===== config.mk =====
export PLATFORM = sky130hd
export DESIGN_NAME = dmx512_slot_receiver_flat
export DESIGN_NICKNAME = d
export VERILOG_FILES = /design/src/rtl/dsr_pkg.sv /design/src/rtl/dsr_if.sv /design/src/rtl/dmx512_slot_receiver.sv /design/src/rtl/dsr_queue.sv /design/src/rtl/dsr_front.sv /design/src/rtl/dsr_back.sv /design/src/flat_wrapper.sv
export SDC_FILE = /design/constraint.sdc
export NUM_CORES = 1
export LEC_CHECK = 0
export ABC_AREA = 1
export BUFFER_PORTS_ARGS = -buffer_cell sky130_fd_sc_hd__buf_2
export CORE_MARGIN = 4
export CORE_UTILIZATION = 27
export CTS_CLUSTER_DIAMETER = 80
export DETAILED_ROUTE_END_ITERATION = 10
export SYNTH_ARGS = -nofsm -noshare
export SYNTH_HDL_FRONTEND = slang
export SYNTH_SLANG_ARGS = --single-unit

===== constraint.sdc =====
create_clock -name clk -period 7.1 [get_ports clk]
set_clock_uncertainty 0.15 [all_clocks]
set_input_delay 1.065 -clock clk [delete_from_list [all_inputs] [get_ports clk]]
set_output_delay 1.065 -clock clk [all_outputs]
set_load 0.005 [all_outputs]

===== src/rtl/dsr_pkg.sv =====
// shared types and constants of the dmx512 slot receiver
// depends on nothing; used by the top level, queue, front, back and checker
package dsr_pkg;

	localparam int unsigned MAX_CHANNELS = 512;
	localparam int unsigned QUEUE_DEPTH  = 2;
	localparam int unsigned QPTR_W       = $clog2(QUEUE_DEPTH);
	localparam int unsigned QCNT_W       = $clog2(QUEUE_DEPTH + 1);

	localparam logic [7:0] START_DATA = 8'h00;
	localparam logic [7:0] START_TEST = 8'h17;
	localparam logic [9:0] SLOT_MAX   = 10'd1023;

	localparam logic [9:0] RST_START_ADDRESS     = 10'd1;
	localparam logic [9:0] RST_CHANNEL_COUNT     = 10'd16;
	localparam logic [7:0] RST_PACKETS_PER_BLINK = 8'd44;

	typedef enum logic [1:0] {
		CFG_START_ADDRESS     = 2'd0,
		CFG_CHANNEL_COUNT     = 2'd1,
		CFG_PACKETS_PER_BLINK = 2'd2
	} cfg_idx_t;

	typedef enum logic [1:0] {
		MODE_IDLE = 2'd0,
		MODE_DATA = 2'd1,
		MODE_TEST = 2'd2
	} mode_t;

	typedef enum logic [2:0] {
		OP_BREAK      = 3'd0,
		OP_START_DATA = 3'd1,
		OP_START_TEST = 3'd2,
		OP_START_BAD  = 3'd3,
		OP_SLOT       = 3'd4
	} op_t;

	typedef struct packed {
		op_t        op;
		logic [7:0] data;
	} item_t;

	typedef struct packed {
		logic [9:0] start_address;
		logic [9:0] channel_count;
		logic [7:0] packets_per_blink;
	} cfg_t;

endpackage


===== src/rtl/dsr_if.sv =====
// valid/ready channel interfaces of the dmx512 slot receiver
// depends on nothing; used by the front, back and top level
interface dsr_in_if;
	logic       valid;
	logic       ready;
	logic       framing_error;
	logic [7:0] rx_byte;

	modport source (output valid, output framing_error, output rx_byte, input ready);
	modport sink (input valid, input framing_error, input rx_byte, output ready);
endinterface

interface dsr_out_if;
	logic       valid;
	logic       ready;
	logic       write_enable;
	logic [8:0] channel_index;
	logic [7:0] channel_value;
	logic [1:0] packet_status;
	logic       led_state;

	modport source (output valid, output write_enable, output channel_index,
		output channel_value, output packet_status, output led_state, input ready);
	modport sink (input valid, input write_enable, input channel_index,
		input channel_value, input packet_status, input led_state, output ready);
endinterface


===== src/rtl/dmx512_slot_receiver.sv =====
// dmx512 slot receiver: turns uart receive events into channel write beats
// Input channel in_ch: one beat per uart event, framing_error marks a break
// (rx_byte is then ignored), otherwise rx_byte is a received byte.
// Output channel out_ch: exactly one beat per input beat, in order, carrying
// write_enable, channel_index, channel_value, packet_status and led_state.
// A break arms start detection; the next byte is the start code (0x00 data,
// 0x17 test, anything else drops to idle until the next break).
// Config port: cfg_we writes cfg_wdata to register cfg_index (0 start
// address, 1 channel count, 2 packets per blink); write only while idle.
// Throughput: one beat per cycle while the output side is not stalled, set by
// the update of the slot and blink counters in the back end.
// Each taken input beat is written into a two-entry queue between front and
// back, then into the output register of the back end.
// Reset clears arming, packet mode, counters, led and all valid flags and
// loads the config registers with 1, 16 and 44; no clearing pass is needed.
// When the receiver stalls, the result holds in the output register, the
// queue fills, and in_ch.ready drops once both entries are taken.
module dmx512_slot_receiver
	import dsr_pkg::*;
(
	input  logic       clk,
	input  logic       arst_n,
	dsr_in_if.sink     in_ch,
	dsr_out_if.source  out_ch,
	input  logic       cfg_we,
	input  logic [1:0] cfg_index,
	input  logic [9:0] cfg_wdata
);

	cfg_t  cfg_q;
	logic  push_valid;
	logic  push_ready;
	item_t push_item;
	logic  pop_valid;
	logic  pop_ready;
	item_t pop_item;

	always_ff @(posedge clk or negedge arst_n) begin
		if (!arst_n) begin
			cfg_q.start_address     <= RST_START_ADDRESS;
			cfg_q.channel_count     <= RST_CHANNEL_COUNT;
			cfg_q.packets_per_blink <= RST_PACKETS_PER_BLINK;
		end else if (cfg_we) begin
			case (cfg_index)
				CFG_START_ADDRESS: begin
					cfg_q.start_address <= cfg_wdata;
				end
				CFG_CHANNEL_COUNT: begin
					cfg_q.channel_count <= cfg_wdata;
				end
				CFG_PACKETS_PER_BLINK: begin
					cfg_q.packets_per_blink <= cfg_wdata[7:0];
				end
				default: begin
					cfg_q <= cfg_q;
				end
			endcase
		end
	end

	dsr_front u_front (
		.clk        (clk),
		.arst_n     (arst_n),
		.in_ch      (in_ch),
		.push_valid (push_valid),
		.push_ready (push_ready),
		.push_item  (push_item)
	);

	dsr_queue u_queue (
		.clk        (clk),
		.arst_n     (arst_n),
		.push_valid (push_valid),
		.push_ready (push_ready),
		.push_item  (push_item),
		.pop_valid  (pop_valid),
		.pop_ready  (pop_ready),
		.pop_item   (pop_item)
	);

	dsr_back u_back (
		.clk       (clk),
		.arst_n    (arst_n),
		.cfg       (cfg_q),
		.pop_valid (pop_valid),
		.pop_ready (pop_ready),
		.pop_item  (pop_item),
		.out_ch    (out_ch)
	);

endmodule


===== src/rtl/dsr_queue.sv =====
// short fifo between the classifying front and the executing back
// depends on dsr_pkg
module dsr_queue
	import dsr_pkg::*;
(
	input  logic  clk,
	input  logic  arst_n,
	input  logic  push_valid,
	output logic  push_ready,
	input  item_t push_item,
	output logic  pop_valid,
	input  logic  pop_ready,
	output item_t pop_item
);

	item_t              entries_q [QUEUE_DEPTH];
	logic [QPTR_W-1:0]  wr_ptr_q;
	logic [QPTR_W-1:0]  rd_ptr_q;
	logic [QCNT_W-1:0]  count_q;
	logic               push;
	logic               pop;

	assign push_ready = (count_q != QCNT_W'(QUEUE_DEPTH));
	assign pop_valid  = (count_q != '0);
	assign pop_item   = entries_q[rd_ptr_q];
	assign push       = push_valid && push_ready;
	assign pop        = pop_valid && pop_ready;

	always_ff @(posedge clk) begin
		if (push) begin
			entries_q[wr_ptr_q] <= push_item;
		end
	end

	always_ff @(posedge clk or negedge arst_n) begin
		if (!arst_n) begin
			wr_ptr_q <= '0;
			rd_ptr_q <= '0;
			count_q  <= '0;
		end else begin
			if (push) begin
				wr_ptr_q <= (wr_ptr_q == QPTR_W'(QUEUE_DEPTH - 1)) ? '0 : wr_ptr_q + 1'b1;
			end
			if (pop) begin
				rd_ptr_q <= (rd_ptr_q == QPTR_W'(QUEUE_DEPTH - 1)) ? '0 : rd_ptr_q + 1'b1;
			end
			if (push && !pop) begin
				count_q <= count_q + 1'b1;
			end else if (pop && !push) begin
				count_q <= count_q - 1'b1;
			end
		end
	end

endmodule


===== src/rtl/dsr_front.sv =====
// front: accepts uart events, tracks break arming, decodes start codes
// depends on dsr_pkg and dsr_if
module dsr_front
	import dsr_pkg::*;
(
	input  logic  clk,
	input  logic  arst_n,
	dsr_in_if.sink in_ch,
	output logic  push_valid,
	input  logic  push_ready,
	output item_t push_item
);

	logic start_armed_q;
	logic accept;

	assign in_ch.ready = push_ready;
	assign push_valid  = in_ch.valid;
	assign accept      = in_ch.valid && push_ready;

	always_comb begin
		push_item.data = in_ch.rx_byte;
		if (in_ch.framing_error) begin
			push_item.op = OP_BREAK;
		end else if (start_armed_q) begin
			if (in_ch.rx_byte == START_DATA) begin
				push_item.op = OP_START_DATA;
			end else if (in_ch.rx_byte == START_TEST) begin
				push_item.op = OP_START_TEST;
			end else begin
				push_item.op = OP_START_BAD;
			end
		end else begin
			push_item.op = OP_SLOT;
		end
	end

	always_ff @(posedge clk or negedge arst_n) begin
		if (!arst_n) begin
			start_armed_q <= 1'b0;
		end else if (accept) begin
			start_armed_q <= in_ch.framing_error;
		end
	end

endmodule


===== src/rtl/dsr_back.sv =====
// back: packet mode, slot counter, blink counter and the registered result beat
// depends on dsr_pkg and dsr_if
module dsr_back
	import dsr_pkg::*;
(
	input  logic  clk,
	input  logic  arst_n,
	input  cfg_t  cfg,
	input  logic  pop_valid,
	output logic  pop_ready,
	input  item_t pop_item,
	dsr_out_if.source out_ch
);

	mode_t       mode_q;
	logic [9:0]  slot_q;
	logic [7:0]  blink_q;
	logic        led_q;

	logic        out_valid_q;
	logic        we_q;
	logic [8:0]  idx_q;
	logic [7:0]  val_q;

	mode_t       mode_n;
	logic [9:0]  slot_base;
	logic [9:0]  slot_n;
	logic [7:0]  blink_n;
	logic [7:0]  blink_inc;
	logic        led_n;
	logic        start;
	logic        take;
	logic [9:0]  cnt;
	logic [10:0] win_end;
	logic        in_win;
	logic [9:0]  offset;
	logic        we_n;
	logic        pop;

	assign pop_ready = !out_valid_q || out_ch.ready;
	assign pop       = pop_valid && pop_ready;

	always_comb begin
		mode_n    = mode_q;
		slot_base = slot_q;
		start     = 1'b0;
		take      = 1'b0;
		case (pop_item.op)
			OP_BREAK: begin
				take = 1'b0;
			end
			OP_START_DATA: begin
				start     = 1'b1;
				take      = 1'b1;
				mode_n    = MODE_DATA;
				slot_base = '0;
			end
			OP_START_TEST: begin
				start     = 1'b1;
				take      = 1'b1;
				mode_n    = MODE_TEST;
				slot_base = '0;
			end
			OP_START_BAD: begin
				start     = 1'b1;
				mode_n    = MODE_IDLE;
				slot_base = '0;
			end
			OP_SLOT: begin
				take = 1'b1;
			end
			default: begin
				take = 1'b0;
			end
		endcase
	end

	always_comb begin
		blink_inc = blink_q + 8'd1;
		blink_n   = blink_q;
		led_n     = led_q;
		if (start) begin
			if (blink_inc == cfg.packets_per_blink) begin
				blink_n = '0;
				led_n   = !led_q;
			end else begin
				blink_n = blink_inc;
			end
		end
	end

	always_comb begin
		cnt     = (cfg.channel_count > 10'(MAX_CHANNELS)) ? 10'(MAX_CHANNELS)
			: cfg.channel_count;
		win_end = {1'b0, cfg.start_address} + {1'b0, cnt};
		in_win  = (slot_base >= cfg.start_address) && ({1'b0, slot_base} < win_end);
		offset  = slot_base - cfg.start_address;
		we_n    = take && (mode_n == MODE_DATA) && in_win;
		slot_n  = slot_base;
		if (take && (slot_base < SLOT_MAX)) begin
			slot_n = slot_base + 10'd1;
		end
	end

	always_ff @(posedge clk or negedge arst_n) begin
		if (!arst_n) begin
			mode_q      <= MODE_IDLE;
			slot_q      <= '0;
			blink_q     <= '0;
			led_q       <= 1'b0;
			out_valid_q <= 1'b0;
		end else begin
			if (pop) begin
				mode_q      <= mode_n;
				slot_q      <= slot_n;
				blink_q     <= blink_n;
				led_q       <= led_n;
				out_valid_q <= 1'b1;
			end else if (out_ch.ready) begin
				out_valid_q <= 1'b0;
			end
		end
	end

	always_ff @(posedge clk) begin
		if (pop) begin
			we_q  <= we_n;
			idx_q <= we_n ? offset[8:0] : 9'd0;
			val_q <= we_n ? pop_item.data : 8'd0;
		end
	end

	assign out_ch.valid         = out_valid_q;
	assign out_ch.write_enable  = we_q;
	assign out_ch.channel_index = idx_q;
	assign out_ch.channel_value = val_q;
	assign out_ch.packet_status = mode_q;
	assign out_ch.led_state     = led_q;

endmodule


===== src/flat_wrapper.sv =====
// flat-port wrapper written by rule: the top's interface ports become plain ports
module dmx512_slot_receiver_flat import dsr_pkg::*;
  (clk, arst_n, cfg_we, cfg_index, cfg_wdata, in_ch_valid, in_ch_framing_error, in_ch_rx_byte, in_ch_ready, out_ch_valid, out_ch_write_enable, out_ch_channel_index, out_ch_channel_value, out_ch_packet_status, out_ch_led_state, out_ch_ready);
  dsr_in_if in_ch_i ();
  dsr_out_if out_ch_i ();
  input  logic clk;
  input  logic arst_n;
  input  logic cfg_we;
  input  logic [1:0] cfg_index;
  input  logic [9:0] cfg_wdata;
  input wire logic [$bits(in_ch_i.valid)-1:0] in_ch_valid;
  input wire logic [$bits(in_ch_i.framing_error)-1:0] in_ch_framing_error;
  input wire logic [$bits(in_ch_i.rx_byte)-1:0] in_ch_rx_byte;
  output wire logic [$bits(in_ch_i.ready)-1:0] in_ch_ready;
  output wire logic [$bits(out_ch_i.valid)-1:0] out_ch_valid;
  output wire logic [$bits(out_ch_i.write_enable)-1:0] out_ch_write_enable;
  output wire logic [$bits(out_ch_i.channel_index)-1:0] out_ch_channel_index;
  output wire logic [$bits(out_ch_i.channel_value)-1:0] out_ch_channel_value;
  output wire logic [$bits(out_ch_i.packet_status)-1:0] out_ch_packet_status;
  output wire logic [$bits(out_ch_i.led_state)-1:0] out_ch_led_state;
  input wire logic [$bits(out_ch_i.ready)-1:0] out_ch_ready;
  assign in_ch_i.valid = in_ch_valid;
  assign in_ch_i.framing_error = in_ch_framing_error;
  assign in_ch_i.rx_byte = in_ch_rx_byte;
  assign in_ch_ready = in_ch_i.ready;
  assign out_ch_valid = out_ch_i.valid;
  assign out_ch_write_enable = out_ch_i.write_enable;
  assign out_ch_channel_index = out_ch_i.channel_index;
  assign out_ch_channel_value = out_ch_i.channel_value;
  assign out_ch_packet_status = out_ch_i.packet_status;
  assign out_ch_led_state = out_ch_i.led_state;
  assign out_ch_i.ready = out_ch_ready;
  dmx512_slot_receiver u_core (.clk(clk), .arst_n(arst_n), .in_ch(in_ch_i), .out_ch(out_ch_i), .cfg_we(cfg_we), .cfg_index(cfg_index), .cfg_wdata(cfg_wdata));
endmodule

* Word level (Yosys, flattened, before mapping)
Memory sizes are Yosys's and may differ from the RTL's. Index checks and enable logic that the tools add are counted.
Cells by class: $add $sub $neg 8, multiplexer cells 19, reduce and logical (&&, ||, !) cells 25, $lt $le $gt $ge 4, eq/ne operators 10
Operator list (number):
- $mux W10 | 3
- $add A10 B10 Y11 | 1
- $lt A10 B11 Y1 | 1
- $add A10 B1 Y10 const B | 1
- $ge A10 B10 Y1 | 1
- $gt A10 B10 Y1 const B | 1
- $lt A10 B10 Y1 const B | 1
- $mux W1 | 9
- $sub A9 B9 Y9 | 1
- $add A8 B1 Y8 const B | 1
- $eq A8 B5 Y1 const B | 1
- $eq A8 B8 Y1 | 1
- $logic_and A1 B1 Y1 | 8
- $logic_not A8 Y1 | 1
- $mux W8 | 1
- $reduce_and A2 Y1 | 4
- $eq A3 B2 Y1 const B | 2
- $mux W2 | 3
- $mux W3 | 2
- $pmux W2 S3 | 1
- $reduce_bool A2 Y1 | 3
- $reduce_or A3 Y1 | 2
- $eq A2 B1 Y1 const B | 2
- $logic_not A1 Y1 | 4
- 10 further kinds | 11
Word-level totals: register bits 73, memories 1, memory bits (writable) 22, input port bits 26, output and inout bits 23
Memory list:
- u_core.u_queue.entries_q | depth 2, width 11, read ports 1, clocked after memory_dff 0, wr ports 1, RTL line dsr_queue.sv:16 | item_t entries_q [QUEUE_DEPTH];

* Logic depth before layout (Yosys ltp)
An unclocked memory read counts as a cell.
depth in word-level cells 7, mapped depth 20, mapped depth without buffers 19

* By module
Synthesis repeated with hierarchy kept, for this count alone.
Unflattened totals: cell total of the unflattened synthesis 735, area, all modules 5957.0 sq um
By module, submodules not included:
- dsr_back | seq. area each 1091.0 sq um, instances 1, cells each 489, area each 3549.7 sq um
- dmx512_slot_receiver | seq. area each 706.9 sq um, instances 1, cells each 125, area each 1168.6 sq um
- dsr_queue | seq. area each 760.7 sq um, instances 1, cells each 86, area each 1042.2 sq um
- dsr_front | seq. area each 25.0 sq um, instances 1, cells each 35, area each 196.4 sq um

* Least setup slack after synthesis
Ideal clock, no wire load.
kind register to register, start register u_core.cfg_q[12] (netlist bit), end register u_core.u_back.val_q[0], in the netlist u_core.u_back.out_ch.channel_value[0], data pin, path buffers 1, path slack 3.651 ns, arrival time 3.164 ns, cell stages (with the launch flop) 19, cells stage by stage dfstp_2 > inv_1 > nand4_1 > o31a_1 > nor2_1 > ha_1 > fa_1 > a21oi_1 > nor2_1 > nor2_1 > xor2_1 > ha_1 > a21o_1 > a21oi_1 > nor2_1 > nor2_2 > nand2_4 > buf_6 > nor2_2
Between the ends: cells in the longest elaborated chain, start to end 6
Ends and longest elaborated chain:
- start, declared | RTL line dmx512_slot_receiver.sv:30 | cfg_t cfg_q;
- start signal, assigned | RTL line dmx512_slot_receiver.sv:55 | cfg_q <= cfg_q;
- $gt A10 B10 Y1 | RTL line dsr_back.sv:93 | cnt = (cfg.channel_count > 10'(MAX_CHANNELS)) ? 10'(MAX_CHANNELS)
- $mux W10 * | RTL line dsr_back.sv:93
- $add A10 B10 Y11 * | RTL line dsr_back.sv:95 | win_end = {1'b0, cfg.start_address} + {1'b0, cnt};
- $lt A10 B11 Y1 * | RTL line dsr_back.sv:96 | in_win = (slot_base >= cfg.start_address) && ({1'b0, slot_base} < win_end);
- $logic_and A1 B1 Y1 * | RTL line dsr_back.sv:96
- $logic_and A1 B1 Y1 * | RTL line dsr_back.sv:98 | we_n = take && (mode_n == MODE_DATA) && in_win;
- end signal, assigned | RTL line dsr_back.sv:129 | val_q <= we_n ? pop_item.data : 8'd0;
- end, declared | RTL line dsr_back.sv:23 | logic [7:0] val_q;
Mark *: on every way between the ends. The rest lies on a longest branch, timed or not. A chain may end at the register's enable or synchronous reset.

* Worst setup path in the final report
start register u_core.cfg_q[12] (netlist bit), end register u_core.u_back.idx_q[0], in the netlist u_core.u_back.out_ch.channel_index[0], data pin
Between the ends: cells in the longest elaborated chain, start to end 6
Ends and longest elaborated chain:
- $gt A10 B10 Y1 | RTL line dsr_back.sv:93
- $mux W10 * | RTL line dsr_back.sv:93
- $add A10 B10 Y11 * | RTL line dsr_back.sv:95
- $lt A10 B11 Y1 * | RTL line dsr_back.sv:96
- $logic_and A1 B1 Y1 * | RTL line dsr_back.sv:96
- $logic_and A1 B1 Y1 * | RTL line dsr_back.sv:98
- end signal, assigned | RTL line dsr_back.sv:128 | idx_q <= we_n ? offset[8:0] : 9'd0;
- end, declared | RTL line dsr_back.sv:22 | logic [8:0] idx_q;
Marks and branches as above.

==> flow_summary.json <==
{
  "vias": 4132,
  "intPower_w": 0.00128,
  "synth_fp_nets": 689,
  "cts-root-buf": "clkbuf_16",
  "max_slew_margin_pct": 30.9,
  "ff_latch_area_um2": 2580,
  "synth_area_per_cell_um2": 8.69,
  "syn2layout_area_growth_pct": 14.5,
  "dr.pass1.iters": 4,
  "worstSetupEndpoint": "u_core.u_back.out_ch.channel_index[0]$_SDFFCE_PN0P_",
  "switching_share_pct": 38.9,
  "clk_path_buf_depth": 2,
  "reg2reg_slack_ns": 3.37,
  "via_per_inst": 4.35,
  "core_um2": 19700,
  "finalNetCount": 740,
  "start_kind": "flop",
  "syn-instance-count": 629,
  "boundaryPins": 49,
  "ys_seq_elements": 95,
  "clk_pin_slew_worst_paths_ns": 0.07,
  "r2r_cells": 17,
  "drc_errors": 0,
  "ys_seq_area_share_pct": 47.2,
  "synth_cell_types": 46,
  "period_share_pct": 52.5,
  "grt_pass1_wl_mm": 19.5,
  "p_per_area_nw_per_um2": 334,
  "fin_ws_ns": 3.37,
  "grt_usage_pct": 10.7,
  "drive_above_1_share_pct": 14.3,
  "hold_buffers": 0,
  "seqPwrFrac_pct": 40.5,
  "cts-htree-levels": 3,
  "yosys_warnings": 0,
  "finalHoldViolCount": 0,
  "p_sw_w": 0.000816,
  "clock_latency_ns": 0.34,
  "cts_setup_buffers": 0,
  "grt_max_degree": 56,
  "power.total_w": 0.00209,
  "pre_cts_ws_ns": 3.39,
  "rows": 51,
  "synthArstFlopShare_pct": 57.9,
  "final_common_cell": "nand2_1",
  "fmax_mhz": 268,
  "setup_viol": 0,
  "die_x_um": 150,
  "combPwrFrac_pct": 37.9,
  "setup_tns_ns": 0,
  "overflow": 0,
  "clkSinkCount": 95,
  "wl_per_cell_um": 12.1,
  "required_ns": 7.15,
  "drt_iter0_markers": 270,
  "diodes": 0,
  "ys.flop_type": "dfrtp_1",
  "hold_class": "flop to flop",
  "tightest_slew_ns": 1.03,
  "synth_edf_count": 40,
  "min_from": "u_core.u_queue.count_q[0]$_DFFE_PN0P_",
  "tritoncts": "yes",
  "multi_input_area_um2": 2510,
  "syn_area_um2": 5470,
  "peakVddDrop_uv": 117,
  "grt_pass1_vias": 4006,
  "dp_hpwl_mm": 8.70,
  "wirelength_mm": 11.5,
  "crit_fanout": 18,
  "endpoint_kind": "flop",
  "initial_core_util_pct": 27.7,
  "rsz0062_at_grt": "no",
  "grt_antenna_before_repair": 1,
  "status": "completed",
  "nFillCells": 2015,
  "cts-resized-gates": 0,
  "clockPowerShare_pct": 21.6,
  "min_period_ns": 3.73,
  "cp-startpoint": "u_core.cfg_q[12]$_DFFE_PN1P_",
  "cts_buffers": 9,
  "die_area_um2": 22600,
  "worstSetupPathType": "flop to flop",
  "r2r_end": "u_core.u_back.out_ch.channel_index[0]$_SDFFCE_PN0P_",
  "reg2reg_from": "u_core.cfg_q[12]$_DFFE_PN1P_",
  "finalWeightedCongestion": 0.846,
  "critPathArrivalTime_ns": 3.78,
  "fp.dieH_um": 150,
  "maxCapViolCount": 0,
  "report.final.slew_viol_count": 0,
  "leakage_nw": 3.04,
  "io_buffers": 48,
  "ant_nets": 0,
  "final_cell_mix": "nand2_1, inv_1, nor2_1, dfrtp_1, o21ai_0"
}
==> how the worst min path moves through the flow <==
stage	end	slack [ns]	cells after the start
floorplan	u_core.u_queue.count_q[0]$_DFFE_PN0P_	0.30	1
global placement	u_core.u_queue.count_q[0]$_DFFE_PN0P_	0.31	1
global route	u_core.cfg_q[8]$_DFFE_PN0P_	0.36	2
finish	u_core.u_queue.count_q[0]$_DFFE_PN0P_	0.33	1
detailed placement	u_core.u_queue.count_q[0]$_DFFE_PN0P_	0.32	1
CTS	u_core.u_queue.count_q[0]$_DFFE_PN0P_	0.33	1
==> metal layers <==
metal  wire, um  GRT usage (%)  vias up
met5          7              0        -
met4        187           3.98        2
met3        219           1.57       14
met2       5780           18.5       36
met1       5340           13.7     1904
li1           -              -     2176
==> critical path, stage by stage, from the launching register on <==
cell and delay [ns]:
dfstp_2 0.53, inv_1 0.05, nand4_1 0.06, o31a_1 0.29, nor2_1 0.09, ha_1 0.26
fa_1 0.47, a21oi_1 0.27, nor2_1 0.07, nor2_1 0.11, xor2_1 0.16, ha_1 0.26
a21o_1 0.16, a21oi_1 0.11, nor2_1 0.07, nor2_2 0.15, nand2_4 0.19, nor2_1 0.14
==> synthesized netlist by cell type, types with 3 or more instances <==
master | number | area share [%]
edfxtp_1 | 40 | 22
clkbuf_1 | 5 | 0.34
nor2_1 | 64 | 4.4
dfrtp_1 | 50 | 23
mux2i_1 | 8 | 1.5
nor2_2 | 11 | 1.3
a21oi_1 | 18 | 1.6
nand2_4 | 4 | 0.82
xnor2_1 | 8 | 1.3
xor2_1 | 13 | 2.1
o21ai_0 | 49 | 4.5
buf_6 | 4 | 0.82
nand4_1 | 15 | 1.7
inv_1 | 78 | 5.4
ha_1 | 32 | 7.3
nand3b_1 | 3 | 0.41
nand2_1 | 154 | 11
nand3_1 | 27 | 2.5
dfstp_2 | 5 | 2.4
or2_2 | 4 | 0.46
a21o_1 | 4 | 0.55
o21bai_1 | 3 | 0.41
==> sequential cells by signal, summed over array words and instances (netlist names) <==
| name | count |
|---|---|
| u_core.u_back.out_ch.valid | 1 |
| u_core.u_queue.wr_ptr_q | 1 |
| u_core.u_queue.count_q | 2 |
| u_core.u_back.blink_q | 8 |
| u_core.u_front.start_armed_q | 1 |
| u_core.u_back.out_ch.channel_value | 8 |
| u_core.u_back.out_ch.write_enable | 1 |
| u_core.u_queue.rd_ptr_q | 1 |
| u_core.u_back.slot_q | 10 |
| u_core.u_back.out_ch.channel_index | 9 |
| u_core.u_back.out_ch.led_state | 1 |
| u_core.cfg_q | 28 |
| u_core.u_queue.entries_q | 22 |
| u_core.u_back.out_ch.packet_status | 2 |
==> final cells by class <==
cell class / instances / area share (%)
flip-flops and latches: 95 / 41.3
multi-input cells: 443 / 40.1
well taps: 265 / 5.30
inverters: 82 / 4.96
repair buffers: 49 / 3.96
clock buffers: 11 / 3.72
clock inverters: 5 / 0.699
==> stage by stage <==
stage / instances / hold WS, ns / util [%] / instance area (um2)
floorplan: 629 / 0.296 / - / 5470
global placement: 934 / 0.312 / 30.4 / 5980
detailed placement: 934 / 0.317 / 30.4 / 5980
CTS: 950 / 0.330 / 31.8 / 6260
global route: 950 / 0.361 / 31.8 / 6260
finish: 950 / 0.326 / 31.8 / 6260
==> logic make-up after synthesis <==
kind of cell	share of synthesized area (%)
AO/OA/AOI/OAI	8.97
multiplexers	1.46
adder cells (fa/ha/maj)	8.05
flip-flops	47.2
AND/OR/NAND/NOR	24.1
buffers and inverters	6.84
XOR/XNOR	3.36
==> power groups by stage <==
stage                     Sequential, W  Combinational [W]  Clock (W)
after CTS                      0.000853           0.000808   0.000467
final                          0.000848           0.000794   0.000452
after detailed placement       0.000862           0.000803          0
after floorplan                0.000829           0.000617          0
after global placement         0.000861           0.000794          0
after global routing           0.000869           0.000923   0.000491
No activity file was read; power rests on OpenSTA's default activity.
